--- config.mk ---
export PLATFORM = sky130hd
export DESIGN_NAME = byo_yomi_clock_accounting_top_flat
export DESIGN_NICKNAME = d
export VERILOG_FILES = /design/src/rtl/byoclk_pkg.sv /design/src/rtl/byoclk_item_if.sv /design/src/rtl/byoclk_result_if.sv /design/src/rtl/byoclk_cfg.sv /design/src/rtl/byoclk_div10.sv /design/src/rtl/byoclk_core.sv /design/src/rtl/byo_yomi_clock_accounting_top.sv /design/src/flat_wrapper.sv
export SDC_FILE = /design/constraint.sdc
export NUM_CORES = 2
export LEC_CHECK = 0
export ABC_CLOCK_PERIOD_IN_PS = 11700
export BUFFER_PORTS_ARGS = -buffer_cell sky130_fd_sc_hd__clkbuf_2
export CAP_MARGIN = 0
export CORE_MARGIN = 2
export CORE_UTILIZATION = 35
export CTS_BUF_LIST = sky130_fd_sc_hd__clkbuf_16
export CTS_CLUSTER_DIAMETER = 120
export CTS_CLUSTER_SIZE = 8
export DETAILED_ROUTE_END_ITERATION = 12
export PLACE_DENSITY = 0.53
export SYNTH_ARGS = -nofsm -noshare
export SYNTH_HDL_FRONTEND = slang
export SYNTH_HIERARCHICAL = 1
export SYNTH_SLANG_ARGS = --single-unit
--- constraint.sdc ---
create_clock -name clk -period 11.7 [get_ports clk]
set_input_delay 1.755 -clock clk [delete_from_list [all_inputs] [get_ports clk]]
set_output_delay 1.755 -clock clk [all_outputs]
set_load 0.01 [all_outputs]
--- src/rtl/byoclk_pkg.sv ---
// ----------------------------------------------------------------------------
// byoclk_pkg
// Shared types and constants of the byo-yomi game clock: setting limits,
// item kinds, register offsets and the structs passed between the stages.
// ----------------------------------------------------------------------------
package byoclk_pkg;

    // largest time setting in seconds (248 days)
    localparam int unsigned MAX_SEC    = 248 * 24 * 60 * 60;
    localparam int unsigned CS_PER_SEC = 100;
    localparam int unsigned MS_PER_CS  = 10;

    localparam int SEC_W   = 25;
    localparam int CS_W    = 31;
    localparam int BYO_W   = 32;
    localparam int CNT_W   = 8;
    localparam int MS_W    = 32;
    localparam int QCS_W   = 29;

    localparam logic [SEC_W-1:0] MAX_SEC_V = SEC_W'(MAX_SEC);

    // floor(x / 10) = (x * RECIP) >> SHIFT for every 32-bit x
    localparam logic [MS_W-1:0] DIV10_RECIP = 32'hCCCC_CCCD;
    localparam int              DIV10_SHIFT = 35;

    // overrun floor of the overtime counter
    localparam logic signed [BYO_W-1:0] BYO_MIN = -32'sd429496729;

    // item kinds
    typedef enum logic [1:0] {
        KIND_MOVE     = 2'd0,
        KIND_SET_LEFT = 2'd1,
        KIND_RESET    = 2'd2
    } kind_t;

    // register offsets (word index)
    localparam logic [1:0] REG_MAIN_TIME    = 2'd0;
    localparam logic [1:0] REG_BYO_TIME     = 2'd1;
    localparam logic [1:0] REG_STONE_COUNT  = 2'd2;
    localparam logic [1:0] REG_PERIOD_COUNT = 2'd3;

    // effective settings and refill strobe from the register block
    typedef struct packed {
        logic [CS_W-1:0]  main_cs;
        logic [CS_W-1:0]  byo_cs;
        logic [CNT_W-1:0] stones;
        logic [CNT_W-1:0] periods;
        logic             infinite;
        logic             refill;
    } eff_cfg_t;

    // item after the millisecond-to-centisecond stage
    typedef struct packed {
        logic [1:0]       kind;
        logic             player;
        logic [QCS_W-1:0] rem_cs;
        logic [SEC_W-1:0] time_left_sec;
        logic [CNT_W-1:0] count_left;
    } stage_t;

    // reported clock of one player
    typedef struct packed {
        logic                    side;
        logic [CS_W-1:0]         main_left_cs;
        logic signed [BYO_W-1:0] byo_left_cs;
        logic [CNT_W-1:0]        periods_remaining;
        logic [CNT_W-1:0]        stones_remaining;
        logic                    in_overtime;
        logic                    time_over;
        logic                    infinite_time;
    } report_t;

endpackage

--- src/rtl/byoclk_item_if.sv ---
// ----------------------------------------------------------------------------
// byoclk_item_if
// Valid/ready channel carrying one clock event into the block.
// ----------------------------------------------------------------------------
interface byoclk_item_if;
    logic        valid;
    logic        ready;
    logic [1:0]  kind;
    logic        player;
    logic [31:0] elapsed_ms;
    logic [24:0] time_left_sec;
    logic [7:0]  count_left;

    modport source (output valid, kind, player, elapsed_ms, time_left_sec, count_left,
                    input ready);
    modport sink   (input valid, kind, player, elapsed_ms, time_left_sec, count_left,
                    output ready);
endinterface

--- src/rtl/byoclk_result_if.sv ---
// ----------------------------------------------------------------------------
// byoclk_result_if
// Valid/ready channel carrying one player's clock report out of the block.
// ----------------------------------------------------------------------------
interface byoclk_result_if;
    logic               valid;
    logic               ready;
    logic               side;
    logic [30:0]        main_left_cs;
    logic signed [31:0] byo_left_cs;
    logic [7:0]         periods_remaining;
    logic [7:0]         stones_remaining;
    logic               in_overtime;
    logic               time_over;
    logic               infinite_time;

    modport source (output valid, side, main_left_cs, byo_left_cs, periods_remaining,
                    stones_remaining, in_overtime, time_over, infinite_time,
                    input ready);
    modport sink   (input valid, side, main_left_cs, byo_left_cs, periods_remaining,
                    stones_remaining, in_overtime, time_over, infinite_time,
                    output ready);
endinterface

--- src/rtl/byoclk_cfg.sv ---
// ----------------------------------------------------------------------------
// byoclk_cfg
// APB register block for the time settings. Normalizes them into the
// effective settings and pulses a refill of both clocks after each write.
// ----------------------------------------------------------------------------
module byoclk_cfg (
    input  logic                 clk,
    input  logic                 rst_n,
    input  logic                 psel,
    input  logic                 penable,
    input  logic                 pwrite,
    input  logic [3:0]           paddr,
    input  logic [31:0]          pwdata,
    output logic [31:0]          prdata,
    output logic                 pready,
    output byoclk_pkg::eff_cfg_t eff
);
    import byoclk_pkg::*;

    logic [SEC_W-1:0] main_time_sec_reg;
    logic [SEC_W-1:0] byo_time_sec_reg;
    logic [CNT_W-1:0] byo_stone_count_reg;
    logic [CNT_W-1:0] byo_period_count_reg;
    logic             refill_reg;

    logic             wr_en;
    logic [1:0]       reg_idx;
    logic             over_limit;
    logic             pair_bad;
    logic [CS_W-1:0]  main_cs;
    logic [CS_W-1:0]  byo_cs;
    logic [CNT_W-1:0] periods_e;
    logic [CNT_W-1:0] stones_e;

    assign pready  = 1'b1;
    assign wr_en   = psel && penable && pwrite;
    assign reg_idx = paddr[3:2];

    // register writes, refill strobe in the cycle after the write
    always_ff @(posedge clk or negedge rst_n)
    begin
        if (!rst_n)
        begin
            main_time_sec_reg    <= '0;
            byo_time_sec_reg     <= '0;
            byo_stone_count_reg  <= '0;
            byo_period_count_reg <= '0;
            refill_reg           <= 1'b0;
        end
        else
        begin
            refill_reg <= wr_en;
            if (wr_en)
            begin
                case (reg_idx)
                    REG_MAIN_TIME:    main_time_sec_reg    <= pwdata[SEC_W-1:0];
                    REG_BYO_TIME:     byo_time_sec_reg     <= pwdata[SEC_W-1:0];
                    REG_STONE_COUNT:  byo_stone_count_reg  <= pwdata[CNT_W-1:0];
                    REG_PERIOD_COUNT: byo_period_count_reg <= pwdata[CNT_W-1:0];
                    default: ;
                endcase
            end
        end
    end

    // read mux
    always_comb
    begin
        case (reg_idx)
            REG_MAIN_TIME:    prdata = 32'(main_time_sec_reg);
            REG_BYO_TIME:     prdata = 32'(byo_time_sec_reg);
            REG_STONE_COUNT:  prdata = 32'(byo_stone_count_reg);
            REG_PERIOD_COUNT: prdata = 32'(byo_period_count_reg);
            default:          prdata = '0;
        endcase
    end

    // normalize settings
    always_comb
    begin
        over_limit = (main_time_sec_reg > MAX_SEC_V) || (byo_time_sec_reg > MAX_SEC_V);
        pair_bad   = (byo_stone_count_reg == '0) == (byo_period_count_reg == '0);
        main_cs    = CS_W'(main_time_sec_reg) * CS_W'(CS_PER_SEC);
        byo_cs     = CS_W'(byo_time_sec_reg) * CS_W'(CS_PER_SEC);
        periods_e  = byo_period_count_reg;
        stones_e   = byo_stone_count_reg;
        if (over_limit)
        begin
            main_cs   = '0;
            byo_cs    = '0;
            periods_e = '0;
            stones_e  = '0;
        end
        else
        begin
            if (pair_bad)
            begin
                byo_cs    = '0;
                periods_e = '0;
            end
            if (byo_cs == '0 && periods_e == '0)
            begin
                stones_e = '0;
            end
        end
    end

    assign eff.main_cs  = main_cs;
    assign eff.byo_cs   = byo_cs;
    assign eff.stones   = stones_e;
    assign eff.periods  = periods_e;
    assign eff.infinite = (main_cs == '0) && (byo_cs == '0) && (stones_e == '0)
                          && (periods_e == '0);
    assign eff.refill   = refill_reg;

endmodule

--- src/rtl/byoclk_div10.sv ---
// ----------------------------------------------------------------------------
// byoclk_div10
// Input stage: registers the accepted item with its elapsed time already
// converted from milliseconds to centiseconds by a reciprocal multiply.
// ----------------------------------------------------------------------------
module byoclk_div10 (
    input  logic                clk,
    input  logic                rst_n,
    byoclk_item_if.sink         item,
    input  logic                advance,
    output logic                stg_valid,
    output byoclk_pkg::stage_t  stg
);
    import byoclk_pkg::*;

    logic                valid_reg;
    logic                valid_next;
    stage_t              stg_reg;
    stage_t              stg_next;
    logic [2*MS_W-1:0]   prod;
    logic                load;

    // stage is free when empty or when it moves on this cycle
    assign item.ready = !valid_reg || advance;
    assign load       = item.valid && item.ready;

    // floor(ms / 10)
    assign prod = {{MS_W{1'b0}}, item.elapsed_ms} * {{MS_W{1'b0}}, DIV10_RECIP};

    always_comb
    begin
        stg_next               = stg_reg;
        stg_next.kind          = item.kind;
        stg_next.player        = item.player;
        stg_next.rem_cs        = prod[DIV10_SHIFT +: QCS_W];
        stg_next.time_left_sec = item.time_left_sec;
        stg_next.count_left    = item.count_left;
        valid_next             = item.ready ? item.valid : valid_reg;
    end

    // valid flag
    always_ff @(posedge clk or negedge rst_n)
    begin
        if (!rst_n)
        begin
            valid_reg <= 1'b0;
        end
        else
        begin
            valid_reg <= valid_next;
        end
    end

    // payload
    always_ff @(posedge clk)
    begin
        if (load)
        begin
            stg_reg <= stg_next;
        end
    end

    assign stg_valid = valid_reg;
    assign stg       = stg_reg;

endmodule

--- src/rtl/byoclk_core.sv ---
// ----------------------------------------------------------------------------
// byoclk_core
// Per-player clock state and its update for moves, set-time-left and
// reset items, followed by the result register of the reported clock.
// ----------------------------------------------------------------------------
module byoclk_core (
    input  logic                 clk,
    input  logic                 rst_n,
    input  byoclk_pkg::eff_cfg_t eff,
    input  logic                 stg_valid,
    input  byoclk_pkg::stage_t   stg,
    output logic                 advance,
    byoclk_result_if.source      result
);
    import byoclk_pkg::*;

    logic [CS_W-1:0]         main_left_reg  [2];
    logic signed [BYO_W-1:0] byo_left_reg   [2];
    logic [CNT_W-1:0]        periods_left_reg [2];
    logic [CNT_W-1:0]        stones_left_reg  [2];
    logic                    ot_reg         [2];

    logic [CS_W-1:0]         main_left_next [2];
    logic signed [BYO_W-1:0] byo_left_next  [2];
    logic [CNT_W-1:0]        periods_left_next [2];
    logic [CNT_W-1:0]        stones_left_next  [2];
    logic                    ot_next        [2];

    logic                    out_valid_reg;
    logic                    out_valid_next;
    report_t                 res_reg;
    report_t                 res_next;
    logic                    fire;

    // move arithmetic
    logic                    p;
    logic [CS_W-1:0]         m_cur;
    logic signed [BYO_W-1:0] b_cur;
    logic [CNT_W-1:0]        pr_cur;
    logic [CNT_W-1:0]        st_cur;
    logic                    ot_cur;
    logic [CS_W-1:0]         rem_ext;
    logic [CS_W-1:0]         m_mv;
    logic [CS_W-1:0]         r_mv;
    logic                    ot_mv;
    logic signed [BYO_W+1:0] b_sub;
    logic signed [BYO_W-1:0] b_mv;
    logic [CNT_W-1:0]        pr_mv;
    logic [CNT_W-1:0]        st_mv;
    logic                    move_skip;
    logic signed [BYO_W-1:0] eff_byo_s;

    // set-time-left arithmetic
    logic [SEC_W-1:0]        secs_sat;
    logic [CS_W-1:0]         secs_cs;

    assign advance   = !out_valid_reg || result.ready;
    assign fire      = stg_valid && advance;
    assign p         = stg.player;
    assign eff_byo_s = $signed({1'b0, eff.byo_cs});

    assign m_cur  = main_left_reg[p];
    assign b_cur  = byo_left_reg[p];
    assign pr_cur = periods_left_reg[p];
    assign st_cur = stones_left_reg[p];
    assign ot_cur = ot_reg[p];

    // charge main time, then overtime
    always_comb
    begin
        rem_ext   = CS_W'(stg.rem_cs);
        move_skip = eff.infinite || (m_cur == '0 && b_cur <= 0);
        m_mv      = m_cur;
        r_mv      = rem_ext;
        ot_mv     = ot_cur;
        b_mv      = b_cur;
        pr_mv     = pr_cur;
        st_mv     = st_cur;
        if (!ot_cur)
        begin
            if (m_cur >= rem_ext)
            begin
                m_mv = m_cur - rem_ext;
                r_mv = '0;
            end
            else
            begin
                r_mv  = rem_ext - m_cur;
                m_mv  = '0;
                ot_mv = 1'b1;
            end
        end
        b_sub = $signed({{2{b_cur[BYO_W-1]}}, b_cur}) - $signed({3'b000, r_mv});
        if (b_sub < $signed({{2{BYO_MIN[BYO_W-1]}}, BYO_MIN}))
        begin
            b_sub = $signed({{2{BYO_MIN[BYO_W-1]}}, BYO_MIN});
        end
        if (ot_mv && r_mv != '0)
        begin
            b_mv = b_sub[BYO_W-1:0];
            if (eff.periods != '0)
            begin
                // japanese periods
                if (b_mv < 0 && pr_cur != '0)
                begin
                    pr_mv = pr_cur - 1'b1;
                end
                if (pr_mv != '0)
                begin
                    b_mv = eff_byo_s;
                end
            end
            else if (eff.stones != '0)
            begin
                // canadian block
                if (st_cur != '0)
                begin
                    st_mv = st_cur - 1'b1;
                end
                if (st_mv == '0 && b_mv > 0)
                begin
                    b_mv  = eff_byo_s;
                    st_mv = eff.stones;
                end
            end
        end
    end

    // reported seconds to centiseconds
    always_comb
    begin
        secs_sat = (stg.time_left_sec > MAX_SEC_V) ? MAX_SEC_V : stg.time_left_sec;
        secs_cs  = CS_W'(secs_sat) * CS_W'(CS_PER_SEC);
    end

    // next clock state
    always_comb
    begin
        for (int i = 0; i < 2; i++)
        begin
            main_left_next[i]    = main_left_reg[i];
            byo_left_next[i]     = byo_left_reg[i];
            periods_left_next[i] = periods_left_reg[i];
            stones_left_next[i]  = stones_left_reg[i];
            ot_next[i]           = ot_reg[i];
        end
        if (eff.refill || (fire && stg.kind == KIND_RESET))
        begin
            for (int i = 0; i < 2; i++)
            begin
                main_left_next[i]    = eff.main_cs;
                byo_left_next[i]     = eff_byo_s;
                periods_left_next[i] = eff.periods;
                stones_left_next[i]  = eff.stones;
                ot_next[i]           = (eff.main_cs == '0);
            end
        end
        else if (fire)
        begin
            case (stg.kind)
                KIND_MOVE:
                begin
                    if (!move_skip)
                    begin
                        main_left_next[p]    = m_mv;
                        byo_left_next[p]     = b_mv;
                        periods_left_next[p] = pr_mv;
                        stones_left_next[p]  = st_mv;
                        ot_next[p]           = ot_mv;
                    end
                end
                KIND_SET_LEFT:
                begin
                    if (secs_sat == '0 && stg.count_left == '0)
                    begin
                        byo_left_next[p]     = eff_byo_s;
                        stones_left_next[p]  = eff.stones;
                        periods_left_next[p] = eff.periods;
                    end
                    else if (stg.count_left == '0)
                    begin
                        main_left_next[p] = secs_cs;
                    end
                    else
                    begin
                        main_left_next[p] = '0;
                        byo_left_next[p]  = $signed({1'b0, secs_cs});
                        if (eff.periods != '0)
                        begin
                            periods_left_next[p] = stg.count_left;
                            stones_left_next[p]  = '0;
                        end
                        else if (eff.stones != '0)
                        begin
                            periods_left_next[p] = '0;
                            stones_left_next[p]  = stg.count_left;
                        end
                    end
                    for (int i = 0; i < 2; i++)
                    begin
                        ot_next[i] = (main_left_next[i] == '0);
                    end
                end
                default: ;
            endcase
        end
    end

    // report of the addressed player after the update
    always_comb
    begin
        res_next                   = res_reg;
        res_next.side              = p;
        res_next.main_left_cs      = main_left_next[p];
        res_next.byo_left_cs       = byo_left_next[p];
        res_next.periods_remaining = periods_left_next[p];
        res_next.stones_remaining  = stones_left_next[p];
        res_next.in_overtime       = ot_next[p];
        res_next.time_over         = (main_left_next[p] == '0) && (byo_left_next[p] <= 0);
        res_next.infinite_time     = eff.infinite;
        out_valid_next             = advance ? stg_valid : out_valid_reg;
    end

    // clock state, cleared to the all-zero settings
    always_ff @(posedge clk or negedge rst_n)
    begin
        if (!rst_n)
        begin
            for (int i = 0; i < 2; i++)
            begin
                main_left_reg[i]    <= '0;
                byo_left_reg[i]     <= '0;
                periods_left_reg[i] <= '0;
                stones_left_reg[i]  <= '0;
                ot_reg[i]           <= 1'b1;
            end
            out_valid_reg <= 1'b0;
        end
        else
        begin
            for (int i = 0; i < 2; i++)
            begin
                main_left_reg[i]    <= main_left_next[i];
                byo_left_reg[i]     <= byo_left_next[i];
                periods_left_reg[i] <= periods_left_next[i];
                stones_left_reg[i]  <= stones_left_next[i];
                ot_reg[i]           <= ot_next[i];
            end
            out_valid_reg <= out_valid_next;
        end
    end

    // result register
    always_ff @(posedge clk)
    begin
        if (fire)
        begin
            res_reg <= res_next;
        end
    end

    assign result.valid             = out_valid_reg;
    assign result.side              = res_reg.side;
    assign result.main_left_cs      = res_reg.main_left_cs;
    assign result.byo_left_cs       = res_reg.byo_left_cs;
    assign result.periods_remaining = res_reg.periods_remaining;
    assign result.stones_remaining  = res_reg.stones_remaining;
    assign result.in_overtime       = res_reg.in_overtime;
    assign result.time_over         = res_reg.time_over;
    assign result.infinite_time     = res_reg.infinite_time;

endmodule

--- src/rtl/byo_yomi_clock_accounting_top.sv ---
// ----------------------------------------------------------------------------
// byo_yomi_clock_accounting_top
// Two-player game clock with main time and Japanese or Canadian byo-yomi.
// Path: the accepted item is registered in the divide stage, then the clock
// update is registered into the result register.
// Throughput: one item per cycle; a held result stalls only when both stages are full.
// Reset: settings cleared to zero (infinite time), both clocks empty with the
// overtime flag set; a register write sets the refill strobe register, which then refills both clocks.
// ----------------------------------------------------------------------------
module byo_yomi_clock_accounting_top (
    input  logic            clk,
    input  logic            rst_n,
    input  logic            psel,
    input  logic            penable,
    input  logic            pwrite,
    input  logic [3:0]      paddr,
    input  logic [31:0]     pwdata,
    output logic [31:0]     prdata,
    output logic            pready,
    byoclk_item_if.sink     item,
    byoclk_result_if.source result
);
    import byoclk_pkg::*;

    eff_cfg_t eff;
    stage_t   stg;
    logic     stg_valid;
    logic     advance;

    // settings registers
    byoclk_cfg u_cfg (
        .clk     (clk),
        .rst_n   (rst_n),
        .psel    (psel),
        .penable (penable),
        .pwrite  (pwrite),
        .paddr   (paddr),
        .pwdata  (pwdata),
        .prdata  (prdata),
        .pready  (pready),
        .eff     (eff)
    );

    // input stage with ms to cs conversion
    byoclk_div10 u_div10 (
        .clk       (clk),
        .rst_n     (rst_n),
        .item      (item),
        .advance   (advance),
        .stg_valid (stg_valid),
        .stg       (stg)
    );

    // clock state and result register
    byoclk_core u_core (
        .clk       (clk),
        .rst_n     (rst_n),
        .eff       (eff),
        .stg_valid (stg_valid),
        .stg       (stg),
        .advance   (advance),
        .result    (result)
    );

endmodule
--- src/flat_wrapper.sv ---
// flat-port wrapper written by rule: the top's interface ports become plain ports
module byo_yomi_clock_accounting_top_flat import byoclk_pkg::*;
  (clk, rst_n, psel, penable, pwrite, paddr, pwdata, prdata, pready, item_valid, item_kind, item_player, item_elapsed_ms, item_time_left_sec, item_count_left, item_ready, result_valid, result_side, result_main_left_cs, result_byo_left_cs, result_periods_remaining, result_stones_remaining, result_in_overtime, result_time_over, result_infinite_time, result_ready);
  byoclk_item_if item_i ();
  byoclk_result_if result_i ();
  input  logic clk;
  input  logic rst_n;
  input  logic psel;
  input  logic penable;
  input  logic pwrite;
  input  logic [3:0] paddr;
  input  logic [31:0] pwdata;
  output logic [31:0] prdata;
  output logic pready;
  input wire logic [$bits(item_i.valid)-1:0] item_valid;
  input wire logic [$bits(item_i.kind)-1:0] item_kind;
  input wire logic [$bits(item_i.player)-1:0] item_player;
  input wire logic [$bits(item_i.elapsed_ms)-1:0] item_elapsed_ms;
  input wire logic [$bits(item_i.time_left_sec)-1:0] item_time_left_sec;
  input wire logic [$bits(item_i.count_left)-1:0] item_count_left;
  output wire logic [$bits(item_i.ready)-1:0] item_ready;
  output wire logic [$bits(result_i.valid)-1:0] result_valid;
  output wire logic [$bits(result_i.side)-1:0] result_side;
  output wire logic [$bits(result_i.main_left_cs)-1:0] result_main_left_cs;
  output wire logic [$bits(result_i.byo_left_cs)-1:0] result_byo_left_cs;
  output wire logic [$bits(result_i.periods_remaining)-1:0] result_periods_remaining;
  output wire logic [$bits(result_i.stones_remaining)-1:0] result_stones_remaining;
  output wire logic [$bits(result_i.in_overtime)-1:0] result_in_overtime;
  output wire logic [$bits(result_i.time_over)-1:0] result_time_over;
  output wire logic [$bits(result_i.infinite_time)-1:0] result_infinite_time;
  input wire logic [$bits(result_i.ready)-1:0] result_ready;
  assign item_i.valid = item_valid;
  assign item_i.kind = item_kind;
  assign item_i.player = item_player;
  assign item_i.elapsed_ms = item_elapsed_ms;
  assign item_i.time_left_sec = item_time_left_sec;
  assign item_i.count_left = item_count_left;
  assign item_ready = item_i.ready;
  assign result_valid = result_i.valid;
  assign result_side = result_i.side;
  assign result_main_left_cs = result_i.main_left_cs;
  assign result_byo_left_cs = result_i.byo_left_cs;
  assign result_periods_remaining = result_i.periods_remaining;
  assign result_stones_remaining = result_i.stones_remaining;
  assign result_in_overtime = result_i.in_overtime;
  assign result_time_over = result_i.time_over;
  assign result_infinite_time = result_i.infinite_time;
  assign result_i.ready = result_ready;
  byo_yomi_clock_accounting_top u_core (.clk(clk), .rst_n(rst_n), .psel(psel), .penable(penable), .pwrite(pwrite), .paddr(paddr), .pwdata(pwdata), .prdata(prdata), .pready(pready), .item(item_i), .result(result_i));
endmodule
==> flow_results.org <==
** Outcome
- Result of the run :: finished, violations left
- The final reports fail on capacitance limit, slew limit.

** Clock network
- The H-tree was split into 2 levels.
- Gates resized during post-CTS repair numbered 0.
- Cell chosen for the clock root :: sky130_fd_sc_hd__clkbuf_16
- After clock tree synthesis, the clock-pin slew on the worst setup and hold paths is 60 ps.
- Number of post-CTS setup repair buffers :: 0
- CTS Buffer Depth :: 3
- Clock latency reported for the late side of the worst-skew pair :: 680 ps
- Clock tree from TritonCTS :: done
- Hold repair after CTS inserted 0 buffers.
- Sink count of the clock tree :: 377
- Cts bufs inserted :: 54

** Yosys
- Synthesis inferred 377 register bits.
- Synthesis handed over a netlist of 6606 instances.
- Mean Syn Cell Area :: 8.62 um^2
- Yosys mapped a number of flops with a built-in enable equal to 148.
- Unique cell type count in the Yosys netlist :: 120
- Post-synth design cell area :: 57000 um^2
- For this run, the register share of the synthesized area comes to 0.179.
- Proportion of register bits with asynchronous set or reset after synthesis :: 0.607
- Yosys printed 6 warnings.
- Dominant synthesized flop cell :: sky130_fd_sc_hd__dfrtp_1

** Layout
- Number of flip-flops in the largest register :: 65
- Proportion of layout cells with a drive suffix above 1 :: 0.0947
- Number of nets in the layout :: 7985
- Most frequent cells in the layout :: sky130_fd_sc_hd__inv_1 (997), sky130_fd_sc_hd__ha_1 (712), sky130_fd_sc_hd__nor2_1 (501), sky130_fd_sc_hd__fa_1 (450), sky130_fd_sc_hd__a21oi_1 (439)
- Commonest non-fill, non-tap cell in the layout :: sky130_fd_sc_hd__inv_1
- The layout has 16742 filler cells.
- Relative to the synthesized area, the layout overhead comes to 9.11%.

** Routing
- Number of design-rule violations left by the first detailed-router iteration :: 6062
- Residual DRC :: 0
- Sum of routed wire length over all layers :: 245 mm
- Using the TritonRoute via totals, the vias-per-cell ratio works out to 5.91.
- Number of iterations in the first detailed-routing pass :: 8
- Avg WL per Cell :: 27.4 um
- The final route contains 52762 vias.
- Remaining antenna violation count :: 0

** Timing
- Setup repair after global routing left no endpoint under its margin.
- Final setup violation count :: 0
- Share of the cycle needed by the critical path after routing :: 0.932
- The number of failing hold endpoints at the final stage is 0.
- Largest clock skew in the final design :: 39.5 ps
- Max-slew violations :: 10
- Achievable Freq :: 0.0917 GHz
- Worst slew margin :: -0.0446
- Worst slew pin tran :: 1560 ps
- Crit path time final :: 10900 ps
- Fin Setup TNS :: 0 ps

** Setup path
- By instance count, the cell type seen most on the critical path is sky130_fd_sc_hd__buf_4.
- CP arrival :: 11380 ps
- The worst setup path is launched from a register.
- Class of the most critical setup path :: reg2reg
- Of all nets on the critical path, the largest fanout is 28.
- Data required, critical path :: 12180 ps
- For this design, the slowest cell found on the critical path is sky130_fd_sc_hd__mux2i_1.
- On the worst path, the slowest cell contributes a delay of 680 ps.
- STA classifies the critical path endpoint as a register.

** Global route
- The initial antenna violation count was 10.
- Vias in the first global route :: 51944
- First-pass GRT wire length :: 354 mm
- Global route total overflow :: 0
- Maximum number of pins on one net before global-route repair :: 148
- Overall track demand over capacity in global routing :: 0.285

** Place
- Port buffering added 211 buffers.
- Detailed placement finished with a half-perimeter wire length of 194 mm.
- Placer congestion estimate :: 1.07

** Run
- Max-cap violations in this run came to 1.

** Die
- For this configuration, the core starts out at a cell density of 0.351.
- The die is 407 um wide.
- The die covers 166000 um^2.
- I/O pin count :: 229
- Die boundary height :: 407 um
- The floorplan has 148 rows.
- The floorplan step defined a core boundary enclosing 162000 um^2.

** Hold path
- The worst hold path belongs to the class reg2reg.
## synth_stat cells, drive strengths merged, types with 50 or more instances
library cell	count	area share
a21oi	444	0.039
o211ai	67	0.0090
a21o	119	0.016
o21ai	363	0.032
fa	450	0.16
nor3	113	0.010
o22ai	71	0.0078
nand4	59	0.0066
buf	90	0.0087
clkbuf	208	0.014
nor4	86	0.0099
nor2	511	0.034
o21a	50	0.0066
a31oi	61	0.0067
and2	69	0.0076
xor2	88	0.014
a221oi	88	0.014
a211oi	56	0.0077
xnor2	114	0.018
edfxtp	148	0.078
o221ai	67	0.010
inv	967	0.064
ha	712	0.16
dfrtp	227	0.10
nand3	95	0.0083
mux2	119	0.024
mux2i	92	0.016
nand2	415	0.028
## area by class of cell
class	count	area, um^2	area share
multi-input cells	4972	42000	0.676
flip-flops and latches	377	10200	0.164
inverters	968	3640	0.0585
well taps	2175	2720	0.0438
repair buffers	339	2060	0.0332
clock buffers	55	1380	0.0221
clock inverters	36	171	0.00276
diodes	5	12.5	0.000201
## stage by stage
| stage | hold slack [ps] | instances | setup WS, ps | cell area, um^2 | util |
|---|---|---|---|---|---|
| finish | 494 | 8927 | 800 | 62200 | 0.383 |
| global placement | 472 | 8831 | 1260 | 60600 | 0.373 |
| floorplan | 428 | 6616 | 1090 | 57000 | - |
| CTS | 496 | 8922 | 1180 | 62100 | 0.383 |
| global route | 547 | 8924 | 586 | 62100 | 0.383 |
| detailed placement | 483 | 8831 | 1250 | 60600 | 0.373 |
## worst paths after layout
check	start	endpoint	slack, ps	depth (start not counted)
worst min-delay path	u_core/u_div10/stg_valid	u_core/u_core/result.valid	490	1
worst max register to register	u_core/u_div10/stg[62]	u_core/u_core/result.time_over	800	34
max in group asynchronous	rst_n	u_core/u_core/main_left_reg[40]	9120	2
min in group asynchronous	rst_n	u_core/u_cfg/byo_time_sec_reg[4]	1080	1
worst min register to register	u_core/u_div10/stg_valid	u_core/u_core/result.valid	490	1
worst max-delay path	u_core/u_div10/stg[62]	u_core/u_core/result.time_over	800	34
## layer usage
metal,vias up,track usage,share of wire
met1,25920,0.359,0.40
met5,-,0.00230,0.00028
met2,2586,0.454,0.45
met4,10,0.168,0.071
li1,23608,-,-
met3,638,0.0523,0.082
## worst max-delay path, delay by kind of cell (launching register included)
kind	cells	cell delay [ps]
AOI/OAI and AO/OA	10	2230
adders and majority gates	3	1400
buffers and inverters	6	1330
DFF	1	550
muxes	1	680
and+or+nand+nor	14	4520
## cell families after synthesis
logic type | share of synthesized area
muxes | 0.0429
xor gates and xnor gates | 0.0311
AOI/OAI and AO/OA | 0.210
and+or+nand+nor | 0.136
adders and majority gates | 0.315
DFF | 0.179
buffers and inverters | 0.0865
other | 0.000132
Power is not shown: default switching activity piles up to over one toggle a cycle in this logic, so the estimate is an artifact.
